===== src/design/dpm_pkg.sv =====
// Package for the device presence matcher.
// Holds the transfer payload types, flag bit positions, the controller state type
// and the command and status structs. It depends on nothing.
`timescale 1ns / 1ps
`default_nettype none
package dpm_pkg;

   localparam int ID_W = 64;
   localparam int CL_W = 45;

   localparam logic REQ_INSERT = 1'b0;
   localparam logic REQ_QUERY  = 1'b1;

   localparam int FL_VENDEV   = 0;
   localparam int FL_SUBSYS   = 1;
   localparam int FL_REV      = 2;
   localparam int FL_CLASS    = 3;
   localparam int FL_PROGIF   = 4;
   localparam int FL_LOCALBUS = 5;
   localparam int FL_LOCALDEV = 6;

   typedef struct packed {
      logic        req_type;
      logic [7:0]  bus_number;
      logic [4:0]  device_number;
      logic [15:0] vendor_id;
      logic [15:0] device_id;
      logic [15:0] subvendor_id;
      logic [15:0] subsystem_id;
      logic [7:0]  revision_id;
      logic [7:0]  base_class;
      logic [7:0]  sub_class;
      logic [7:0]  prog_if;
      logic [6:0]  match_flags;
   } dpm_req_type;

   typedef struct packed {
      logic found;
      logic flags_invalid;
      logic table_full;
   } dpm_rsp_type;

   typedef enum logic [1:0] {
      ST_IDLE,
      ST_DECODE,
      ST_SCAN,
      ST_RESP
   } dpm_state_type;

   typedef struct packed {
      logic load;
      logic write_entry;
      logic scan_issue;
      logic result_load;
   } dpm_cmd_type;

   typedef struct packed {
      logic is_query;
      logic full;
      logic issue_done;
      logic pending;
   } dpm_status_type;

endpackage
`default_nettype wire


===== src/design/dpm_ram.sv =====
// Generic single write port, single read port RAM with a registered read.
// Used for the device table stores; depends on nothing.
`timescale 1ns / 1ps
`default_nettype none
module dpm_ram #(
   parameter int WIDTH = 64,
   parameter int DEPTH = 32,
   parameter int AW    = (DEPTH > 1) ? $clog2(DEPTH) : 1
) (
   input  wire logic             clock,
   input  wire logic             wr_en,
   input  wire logic [AW-1:0]    wr_addr,
   input  wire logic [WIDTH-1:0] wr_data,
   input  wire logic             rd_en,
   input  wire logic [AW-1:0]    rd_addr,
   output logic      [WIDTH-1:0] rd_data
);

   logic [WIDTH-1:0] mem_ff [DEPTH];
   logic [WIDTH-1:0] rd_data_ff;

   always_ff @(posedge clock) begin
      if (wr_en) begin
         mem_ff[wr_addr] <= wr_data;
      end
      if (rd_en) begin
         rd_data_ff <= mem_ff[rd_addr];
      end
   end

   assign rd_data = rd_data_ff;

endmodule
`default_nettype wire


===== src/design/dpm_ctrl.sv =====
// Controller state machine of the device presence matcher.
// Sequences inserts, table scans and result transfers; uses dpm_pkg.
`timescale 1ns / 1ps
`default_nettype none
module dpm_ctrl
   import dpm_pkg::*;
(
   input  wire logic           clock,
   input  wire logic           reset,
   input  wire logic           req_valid,
   output logic                req_stall,
   output logic                rsp_valid,
   input  wire logic           rsp_stall,
   input  wire dpm_status_type status,
   output dpm_cmd_type         cmd
);

   dpm_state_type state_ff;
   dpm_state_type state_in;

   always_ff @(posedge clock) begin
      if (reset) begin
         state_ff <= ST_IDLE;
      end else begin
         state_ff <= state_in;
      end
   end

   always_comb begin
      state_in = state_ff;
      case (state_ff)
         ST_IDLE: begin
            if (req_valid) begin
               state_in = ST_DECODE;
            end
         end
         ST_DECODE: begin
            state_in = status.is_query ? ST_SCAN : ST_RESP;
         end
         ST_SCAN: begin
            if (status.issue_done && !status.pending) begin
               state_in = ST_RESP;
            end
         end
         ST_RESP: begin
            if (!rsp_stall) begin
               state_in = ST_IDLE;
            end
         end
         default: state_in = ST_IDLE;
      endcase
   end

   always_comb begin
      cmd       = '0;
      req_stall = 1'b1;
      rsp_valid = 1'b0;
      case (state_ff)
         ST_IDLE: begin
            req_stall = 1'b0;
            cmd.load  = req_valid;
         end
         ST_DECODE: begin
            if (!status.is_query) begin
               cmd.write_entry = !status.full;
               cmd.result_load = 1'b1;
            end
         end
         ST_SCAN: begin
            cmd.scan_issue  = !status.issue_done;
            cmd.result_load = status.issue_done && !status.pending;
         end
         ST_RESP: begin
            rsp_valid = 1'b1;
         end
         default: begin
            req_stall = 1'b1;
         end
      endcase
   end

endmodule
`default_nettype wire


===== src/design/dpm_datapath.sv =====
// Datapath of the device presence matcher: request register, entry count,
// table stores, scan pointer, entry comparator and result register.
// Uses dpm_pkg and dpm_ram.
`timescale 1ns / 1ps
`default_nettype none
module dpm_datapath
   import dpm_pkg::*;
#(
   parameter int MAX_DEVICES = 32
) (
   input  wire logic        clock,
   input  wire logic        reset,
   input  wire dpm_req_type req_data,
   input  wire dpm_cmd_type cmd,
   output dpm_status_type   status,
   output dpm_rsp_type      rsp_data
);

   localparam int CNT_W = $clog2(MAX_DEVICES + 1);
   localparam int IDX_W = (MAX_DEVICES > 1) ? $clog2(MAX_DEVICES) : 1;

   dpm_req_type      q_ff;
   logic [CNT_W-1:0] count_ff;
   logic [CNT_W-1:0] idx_ff;
   logic             pend_ff;
   logic             hit_ff;
   dpm_rsp_type      rsp_ff;

   logic [ID_W-1:0]  wr_ids;
   logic [CL_W-1:0]  wr_cl;
   logic [ID_W-1:0]  e_ids;
   logic [CL_W-1:0]  e_cl;
   logic [6:0]       fl;
   logic             is_local;
   logic             match;
   logic             bad;

   assign wr_ids = {q_ff.subsystem_id, q_ff.subvendor_id,
                    q_ff.device_id, q_ff.vendor_id};
   assign wr_cl  = {q_ff.device_number, q_ff.bus_number, q_ff.prog_if,
                    q_ff.sub_class, q_ff.base_class, q_ff.revision_id};

   dpm_ram #(.WIDTH(ID_W), .DEPTH(MAX_DEVICES)) u_ids_ram (
      .clock   (clock),
      .wr_en   (cmd.write_entry),
      .wr_addr (count_ff[IDX_W-1:0]),
      .wr_data (wr_ids),
      .rd_en   (cmd.scan_issue),
      .rd_addr (idx_ff[IDX_W-1:0]),
      .rd_data (e_ids)
   );

   dpm_ram #(.WIDTH(CL_W), .DEPTH(MAX_DEVICES)) u_class_ram (
      .clock   (clock),
      .wr_en   (cmd.write_entry),
      .wr_addr (count_ff[IDX_W-1:0]),
      .wr_data (wr_cl),
      .rd_en   (cmd.scan_issue),
      .rd_addr (idx_ff[IDX_W-1:0]),
      .rd_data (e_cl)
   );

   assign fl       = q_ff.match_flags;
   assign is_local = fl[FL_LOCALBUS] || fl[FL_LOCALDEV];

   always_comb begin
      match = 1'b1;
      if (is_local && (e_cl[39:32] != q_ff.bus_number)) begin
         match = 1'b0;
      end
      if (fl[FL_LOCALDEV] && (e_cl[44:40] != q_ff.device_number)) begin
         match = 1'b0;
      end
      if (fl[FL_VENDEV]) begin
         if (e_ids[31:0] != {q_ff.device_id, q_ff.vendor_id}) begin
            match = 1'b0;
         end
         if (fl[FL_SUBSYS] && (e_ids[63:32] != {q_ff.subsystem_id, q_ff.subvendor_id})) begin
            match = 1'b0;
         end
         if (fl[FL_REV] && (e_cl[7:0] != q_ff.revision_id)) begin
            match = 1'b0;
         end
      end
      if (fl[FL_CLASS]) begin
         if (e_cl[23:8] != {q_ff.sub_class, q_ff.base_class}) begin
            match = 1'b0;
         end
         if (fl[FL_PROGIF] && (e_cl[31:24] != q_ff.prog_if)) begin
            match = 1'b0;
         end
      end
   end

   assign bad = (!fl[FL_VENDEV] && !fl[FL_CLASS]) ||
                ((fl[FL_SUBSYS] || fl[FL_REV]) && !fl[FL_VENDEV]) ||
                (fl[FL_PROGIF] && !fl[FL_CLASS]);

   always_ff @(posedge clock) begin
      if (reset) begin
         count_ff <= '0;
         pend_ff  <= 1'b0;
      end else begin
         if (cmd.write_entry) begin
            count_ff <= count_ff + CNT_W'(1);
         end
         pend_ff <= cmd.scan_issue;
      end
   end

   always_ff @(posedge clock) begin
      if (cmd.load) begin
         q_ff   <= req_data;
         idx_ff <= '0;
         hit_ff <= 1'b0;
      end else begin
         if (cmd.scan_issue) begin
            idx_ff <= idx_ff + CNT_W'(1);
         end
         if (pend_ff && match) begin
            hit_ff <= 1'b1;
         end
      end
      if (cmd.result_load) begin
         rsp_ff.found         <= (q_ff.req_type == REQ_QUERY) && hit_ff;
         rsp_ff.flags_invalid <= (q_ff.req_type == REQ_QUERY) && bad;
         rsp_ff.table_full    <= (q_ff.req_type == REQ_INSERT) &&
                                 (count_ff == CNT_W'(MAX_DEVICES));
      end
   end

   assign status.is_query   = (q_ff.req_type == REQ_QUERY);
   assign status.full       = (count_ff == CNT_W'(MAX_DEVICES));
   assign status.issue_done = (idx_ff == count_ff);
   assign status.pending    = pend_ff;
   assign rsp_data          = rsp_ff;

endmodule
`default_nettype wire


===== src/design/device_presence_matcher_top.sv =====
// Device presence matcher: a table of enumerated devices with insert and presence query.
// Instantiates dpm_ctrl and dpm_datapath (which holds two dpm_ram tables); uses dpm_pkg.
//
// Usage:
//   Requests arrive on the req_ channel (req_valid, req_stall, req_data) and each
//   yields exactly one result transfer on the rsp_ channel (rsp_valid, rsp_stall,
//   rsp_data). A transfer happens on a rising edge with valid high and stall low.
//   The block handles one request at a time: req_stall is high from the accepting
//   edge until the result transfer has completed.
//   An insert raises rsp_valid after the decode state. A query scans the stored entries
//   one per cycle through the registered table read port, then waits for the last
//   read to be compared before raising rsp_valid.
//   The result stays on rsp_data while rsp_stall is high, and no new request is
//   taken until the result has been transferred.
//   Synchronous reset empties the table (entry count to zero) and returns the
//   controller to idle; no clearing pass is needed.
`timescale 1ns / 1ps
`default_nettype none
module device_presence_matcher_top
   import dpm_pkg::*;
#(
   parameter int MAX_DEVICES = 32
) (
   input  wire logic        clock,
   input  wire logic        reset,
   input  wire logic        req_valid,
   output logic             req_stall,
   input  wire dpm_req_type req_data,
   output logic             rsp_valid,
   input  wire logic        rsp_stall,
   output dpm_rsp_type      rsp_data
);

   dpm_cmd_type    cmd;
   dpm_status_type status;

   dpm_ctrl u_ctrl (
      .clock     (clock),
      .reset     (reset),
      .req_valid (req_valid),
      .req_stall (req_stall),
      .rsp_valid (rsp_valid),
      .rsp_stall (rsp_stall),
      .status    (status),
      .cmd       (cmd)
   );

   dpm_datapath #(.MAX_DEVICES(MAX_DEVICES)) u_datapath (
      .clock    (clock),
      .reset    (reset),
      .req_data (req_data),
      .cmd      (cmd),
      .status   (status),
      .rsp_data (rsp_data)
   );

   a_busy_after_accept: assert property (@(posedge clock) disable iff (reset)
      (req_valid && !req_stall) |=> req_stall)
      else $error("request accepted while a previous request is in flight");

   a_insert_result_clean: assert property (@(posedge clock) disable iff (reset)
      (rsp_valid && !status.is_query) |-> (!rsp_data.found && !rsp_data.flags_invalid))
      else $error("insert result carries query bits");

   a_query_never_full: assert property (@(posedge clock) disable iff (reset)
      (rsp_valid && status.is_query) |-> !rsp_data.table_full)
      else $error("query result reports table full");

   a_full_consistent: assert property (@(posedge clock) disable iff (reset)
      (rsp_valid && rsp_data.table_full) |-> status.full)
      else $error("table full reported while entries remain");

endmodule
`default_nettype wire


===== config.mk =====
export PLATFORM = sky130hd
export DESIGN_NAME = device_presence_matcher_top
export DESIGN_NICKNAME = d
export VERILOG_FILES = /design/src/design/dpm_pkg.sv /design/src/design/dpm_ram.sv /design/src/design/dpm_ctrl.sv /design/src/design/dpm_datapath.sv /design/src/design/device_presence_matcher_top.sv
export SDC_FILE = /design/constraint.sdc
export NUM_CORES = 2
export LEC_CHECK = 0
export ABC_AREA = 1
export BUFFER_PORTS_ARGS = -buffer_cell sky130_fd_sc_hd__buf_2
export CELL_PAD_IN_SITES_DETAIL_PLACEMENT = 0
export CELL_PAD_IN_SITES_GLOBAL_PLACEMENT = 2
export CORE_ASPECT_RATIO = 0.75
export CORE_UTILIZATION = 34
export CTS_CLUSTER_DIAMETER = 60
export DETAILED_ROUTE_END_ITERATION = 7
export PLACE_DENSITY = 0.61
export SYNTH_ARGS = -nofsm -noshare
export SYNTH_HDL_FRONTEND = slang
export SYNTH_HIERARCHICAL = 1
export SYNTH_SLANG_ARGS = --single-unit

===== constraint.sdc =====
create_clock -name clock -period 9.4 [get_ports clock]
set_input_delay 0.94 -clock clock [delete_from_list [all_inputs] [get_ports clock]]
set_output_delay 0.94 -clock clock [all_outputs]
set_load 0.02 [all_outputs]

==> impl_metrics.py <==
metrics = {
    "floorplanning": {
        "initial_core_util": 0.342,
        "pin_count": 126,
        "die_h_um": 577,
        "die_area_um2": 443000,
        "core_area_um2": 437000,
        "placementRows": 210,
        "die_w_um": 768,
    },
    "final_layout": {
        "syn_to_final_growth_pct": 13.2,
        "drive_gt1_frac": 0.0861,
        "final_common_cell": "nand2_1",
        "nets": 12463,
        "mostFrequentLayoutCells": "4517 x nand2_1, 3717 x edfxtp_1, 2908 x nand3_1, 418 x clkbuf_16, 261 x buf_4",
        "fill_cells": 41631,
    },
    "flow_run": {
        "maxCapViolCount": 0,
    },
    "yosys": {
        "yosys_register_bits": 3733,
        "async_flop_share": 0,
        "yosysSeqAreaShare": 0.748,
        "ys.warnings.count": 6,
        "synth_cell_types": 37,
        "syn_nets": 12374,
        "syn_inst": 12245,
        "synth_flop_cell": "edfxtp_1",
        "synth-edff-count": 3717,
        "avgSynthCellArea_um2": 12.2,
        "syn_area_um2": 150000,
    },
    "sta": {
        "max_freq_mhz": 203,
        "fin_skew_ns": 0.0569,
        "fin_crit_sh": 0.525,
        "finalSetupViolCount": 0,
        "maxSlewHeadroom": 0.218,
        "setup_tns_ns": 0,
        "rsz0062_at_grt": "no",
        "worst_slack_ns": 4.47,
        "hold_viol_final": 0,
        "period_minus_slack_ns": 4.93,
        "slew_viol_final": 0,
        "worst_slew_pin_slew_ns": 1.17,
    },
    "clocking": {
        "cts_tree": "built",
        "cts_root_buffer": "clkbuf_16",
        "cts_hold_buffers": 9,
        "cts_max_level": 5,
        "numCtsBuffers": 412,
        "ctsResizeCount": 0,
        "path_clk_slew_ns": 0.06,
        "cts_sinks": 3733,
        "postCtsSetupRepairBufs": 0,
        "clock_latency_ns": 1.01,
        "clk_path_buf_depth": 4,
    },
    "placed_design": {
        "pre_cts_ws_ns": 4.43,
        "dpl.hpwl_um": 245000,
        "gp_congestion": 0.745,
        "io_buffers": 125,
    },
    "worst_setup_path": {
        "crit_path_top_delay_cell": "nor2_4",
        "worstPathRequired_ns": 9.98,
        "cpPeakStageDelay_ns": 1.03,
        "start_kind": "flop",
        "crit_chain": "inv_1 -> ha_1 -> nand3_1 -> nor3_1 -> nor2_1 -> nand3_1 -> nor2_4 -> buf_4",
        "worstPathMaxFanout": 43,
        "path_class": "reg -> reg",
        "worstPathArrival_ns": 5.51,
        "critPathCaptureType": "flop",
        "cpMostUsedCell": "nand3_1",
    },
    "pwr": {
        "p_per_area_nw_per_um2": 262,
        "power.switching_uw": 13800,
        "comb_power_share": 0.203,
        "p_int_uw": 30500,
        "seq_power_share": 0.443,
        "swShare": 0.312,
        "p_total_uw": 44300,
        "power.leakage_uw": 0.0591,
        "p_clk_frac": 0.353,
        "ir_drop_v": 0.000333,
    },
    "grt": {
        "first_global_vias": 91509,
        "grt_overflow_total": 0,
        "grt_max_degree": 169,
        "antenna_found_initial": 28,
        "grt_pass1_wl_um": 675000,
        "track_usage": 0.208,
    },
    "route": {
        "drt_pass1_iterations": 5,
        "routed_wl_um": 471000,
        "drtIter0Drc": 8550,
        "drc": 0,
        "wl_per_cell_um": 25.4,
        "final_antenna_net_count": 0,
        "dr_total_vias": 94620,
        "via_per_inst": 5.11,
    },
    "min_path": {
        "worst_hold_path_type": "in -> reg",
    },
    "status": {
        "outcome": "completed",
    },
}
-- through the flow --
step / hold slack, ns / util / std cells / cell area, um^2
floorplan: 0.440 / - / 12245 / 150000
global placement: 0.451 / 0.358 / 17741 / 156000
detailed placement: 0.453 / 0.358 / 17741 / 156000
CTS: 0.000986 / 0.387 / 18499 / 169000
global route: 0.0370 / 0.387 / 18500 / 169000
finish: 0.111 / 0.388 / 18511 / 169000
-- worst max-delay path: cells and delay by family, from the launching register on --
kind / cells / cell delay, ns
fa+ha+maj: 1 / 0.21
buf+inv: 2 / 0.98
simple gates: 5 / 2.70
flops: 1 / 0.51
-- per-layer routing --
layer  global-route usage  up-vias  wire (um)
li1                     -    43380          -
met1                0.319    48163     231000
met2                0.310     2512     203000
met3               0.0291      559      25700
met4               0.0481        6      10700
met5                    0        -         44
-- synthesized netlist by cell type (4+ instances only) --
| cell | count | area, um^2 |
|---|---|---|
| clkbuf_1 | 111 | 417 |
| ha_1 | 8 | 100 |
| a21oi_1 | 9 | 45.0 |
| buf_4 | 68 | 510 |
| inv_1 | 62 | 233 |
| xor2_1 | 6 | 52.6 |
| dfxtp_1 | 16 | 320 |
| xnor2_1 | 85 | 744 |
| nor3_1 | 8 | 40.0 |
| o21ai_0 | 4 | 20.0 |
| or2_2 | 13 | 81.3 |
| nand2_1 | 4517 | 17000 |
| nor3b_1 | 6 | 45.0 |
| nor2_1 | 115 | 432 |
| buf_1 | 54 | 203 |
| buf_6 | 87 | 980 |
| edfxtp_1 | 3717 | 112000 |
| buf_2 | 423 | 2120 |
| inv_2 | 7 | 26.3 |
| nand3_1 | 2908 | 14600 |
-- cell type report --
cell class,instances,area [um^2],area share
Tap cell,5830,7290,0.0431
Sequential cell,3733,112000,0.661
Multi-Input combinational cell,7695,33700,0.199
Clock buffer,499,10800,0.0635
Clock inverter,250,2160,0.0127
Antenna cell,12,30.0,0.000177
Timing Repair Buffer,420,3180,0.0187
Inverter,72,374,0.00221
-- state kept, by name (all words and copies together) (netlist names) --
signal	cells
u_datapath/u_ids_ram/rd_data	64
u_datapath/fl	7
u_datapath/status	1
u_datapath/u_ids_ram/mem_ff	2048
u_datapath/idx_ff	6
u_datapath/rsp_data	3
u_datapath/hit_ff	1
u_datapath/q_ff	109
u_datapath/count_ff	6
u_datapath/u_class_ram/mem_ff	1440
u_ctrl/state_ff	2
u_datapath/pend_ff	1
u_datapath/u_class_ram/rd_data	45
-- power groups by stage --
stage                     combinational (uW)  sequential, uW  clock [uW]
after detailed placement                9160           20000           0
after global placement                  9090           20000           0
after floorplan                         5730           20500           0
after global routing                   10100           19700       16700
after CTS                               9190           19600       16100
final                                   9010           19600       15700
-- path summary, 6_finish.rpt --
kind,cells after the start,from,slack [ns],endpoint
max,8,u_datapath/count_ff[1]$_SDFFE_PP0P_,4.47,u_datapath/u_ids_ram/mem_ff[0][3]$_DFFE_PP_
min,1,req_data[47],0.11,u_datapath/q_ff[47]$_DFFE_PP_
max reg2reg,8,u_datapath/count_ff[1]$_SDFFE_PP0P_,4.47,u_datapath/u_ids_ram/mem_ff[0][3]$_DFFE_PP_
min reg2reg,2,u_datapath/hit_ff$_SDFFE_PP0P_,0.47,u_datapath/hit_ff$_SDFFE_PP0P_
-- cells by family after synthesis --
logic type / Yosys count / share of synthesized area
AOI/OAI and AO/OA: 20 / 0.000803
xor gates and xnor gates: 91 / 0.00533
adders and majority gates: 8 / 0.000669
buffers and inverters: 817 / 0.0304
DFF: 3733 / 0.748
and+or+nand+nor: 7576 / 0.215
No activity file was read; power rests on OpenSTA's default activity.
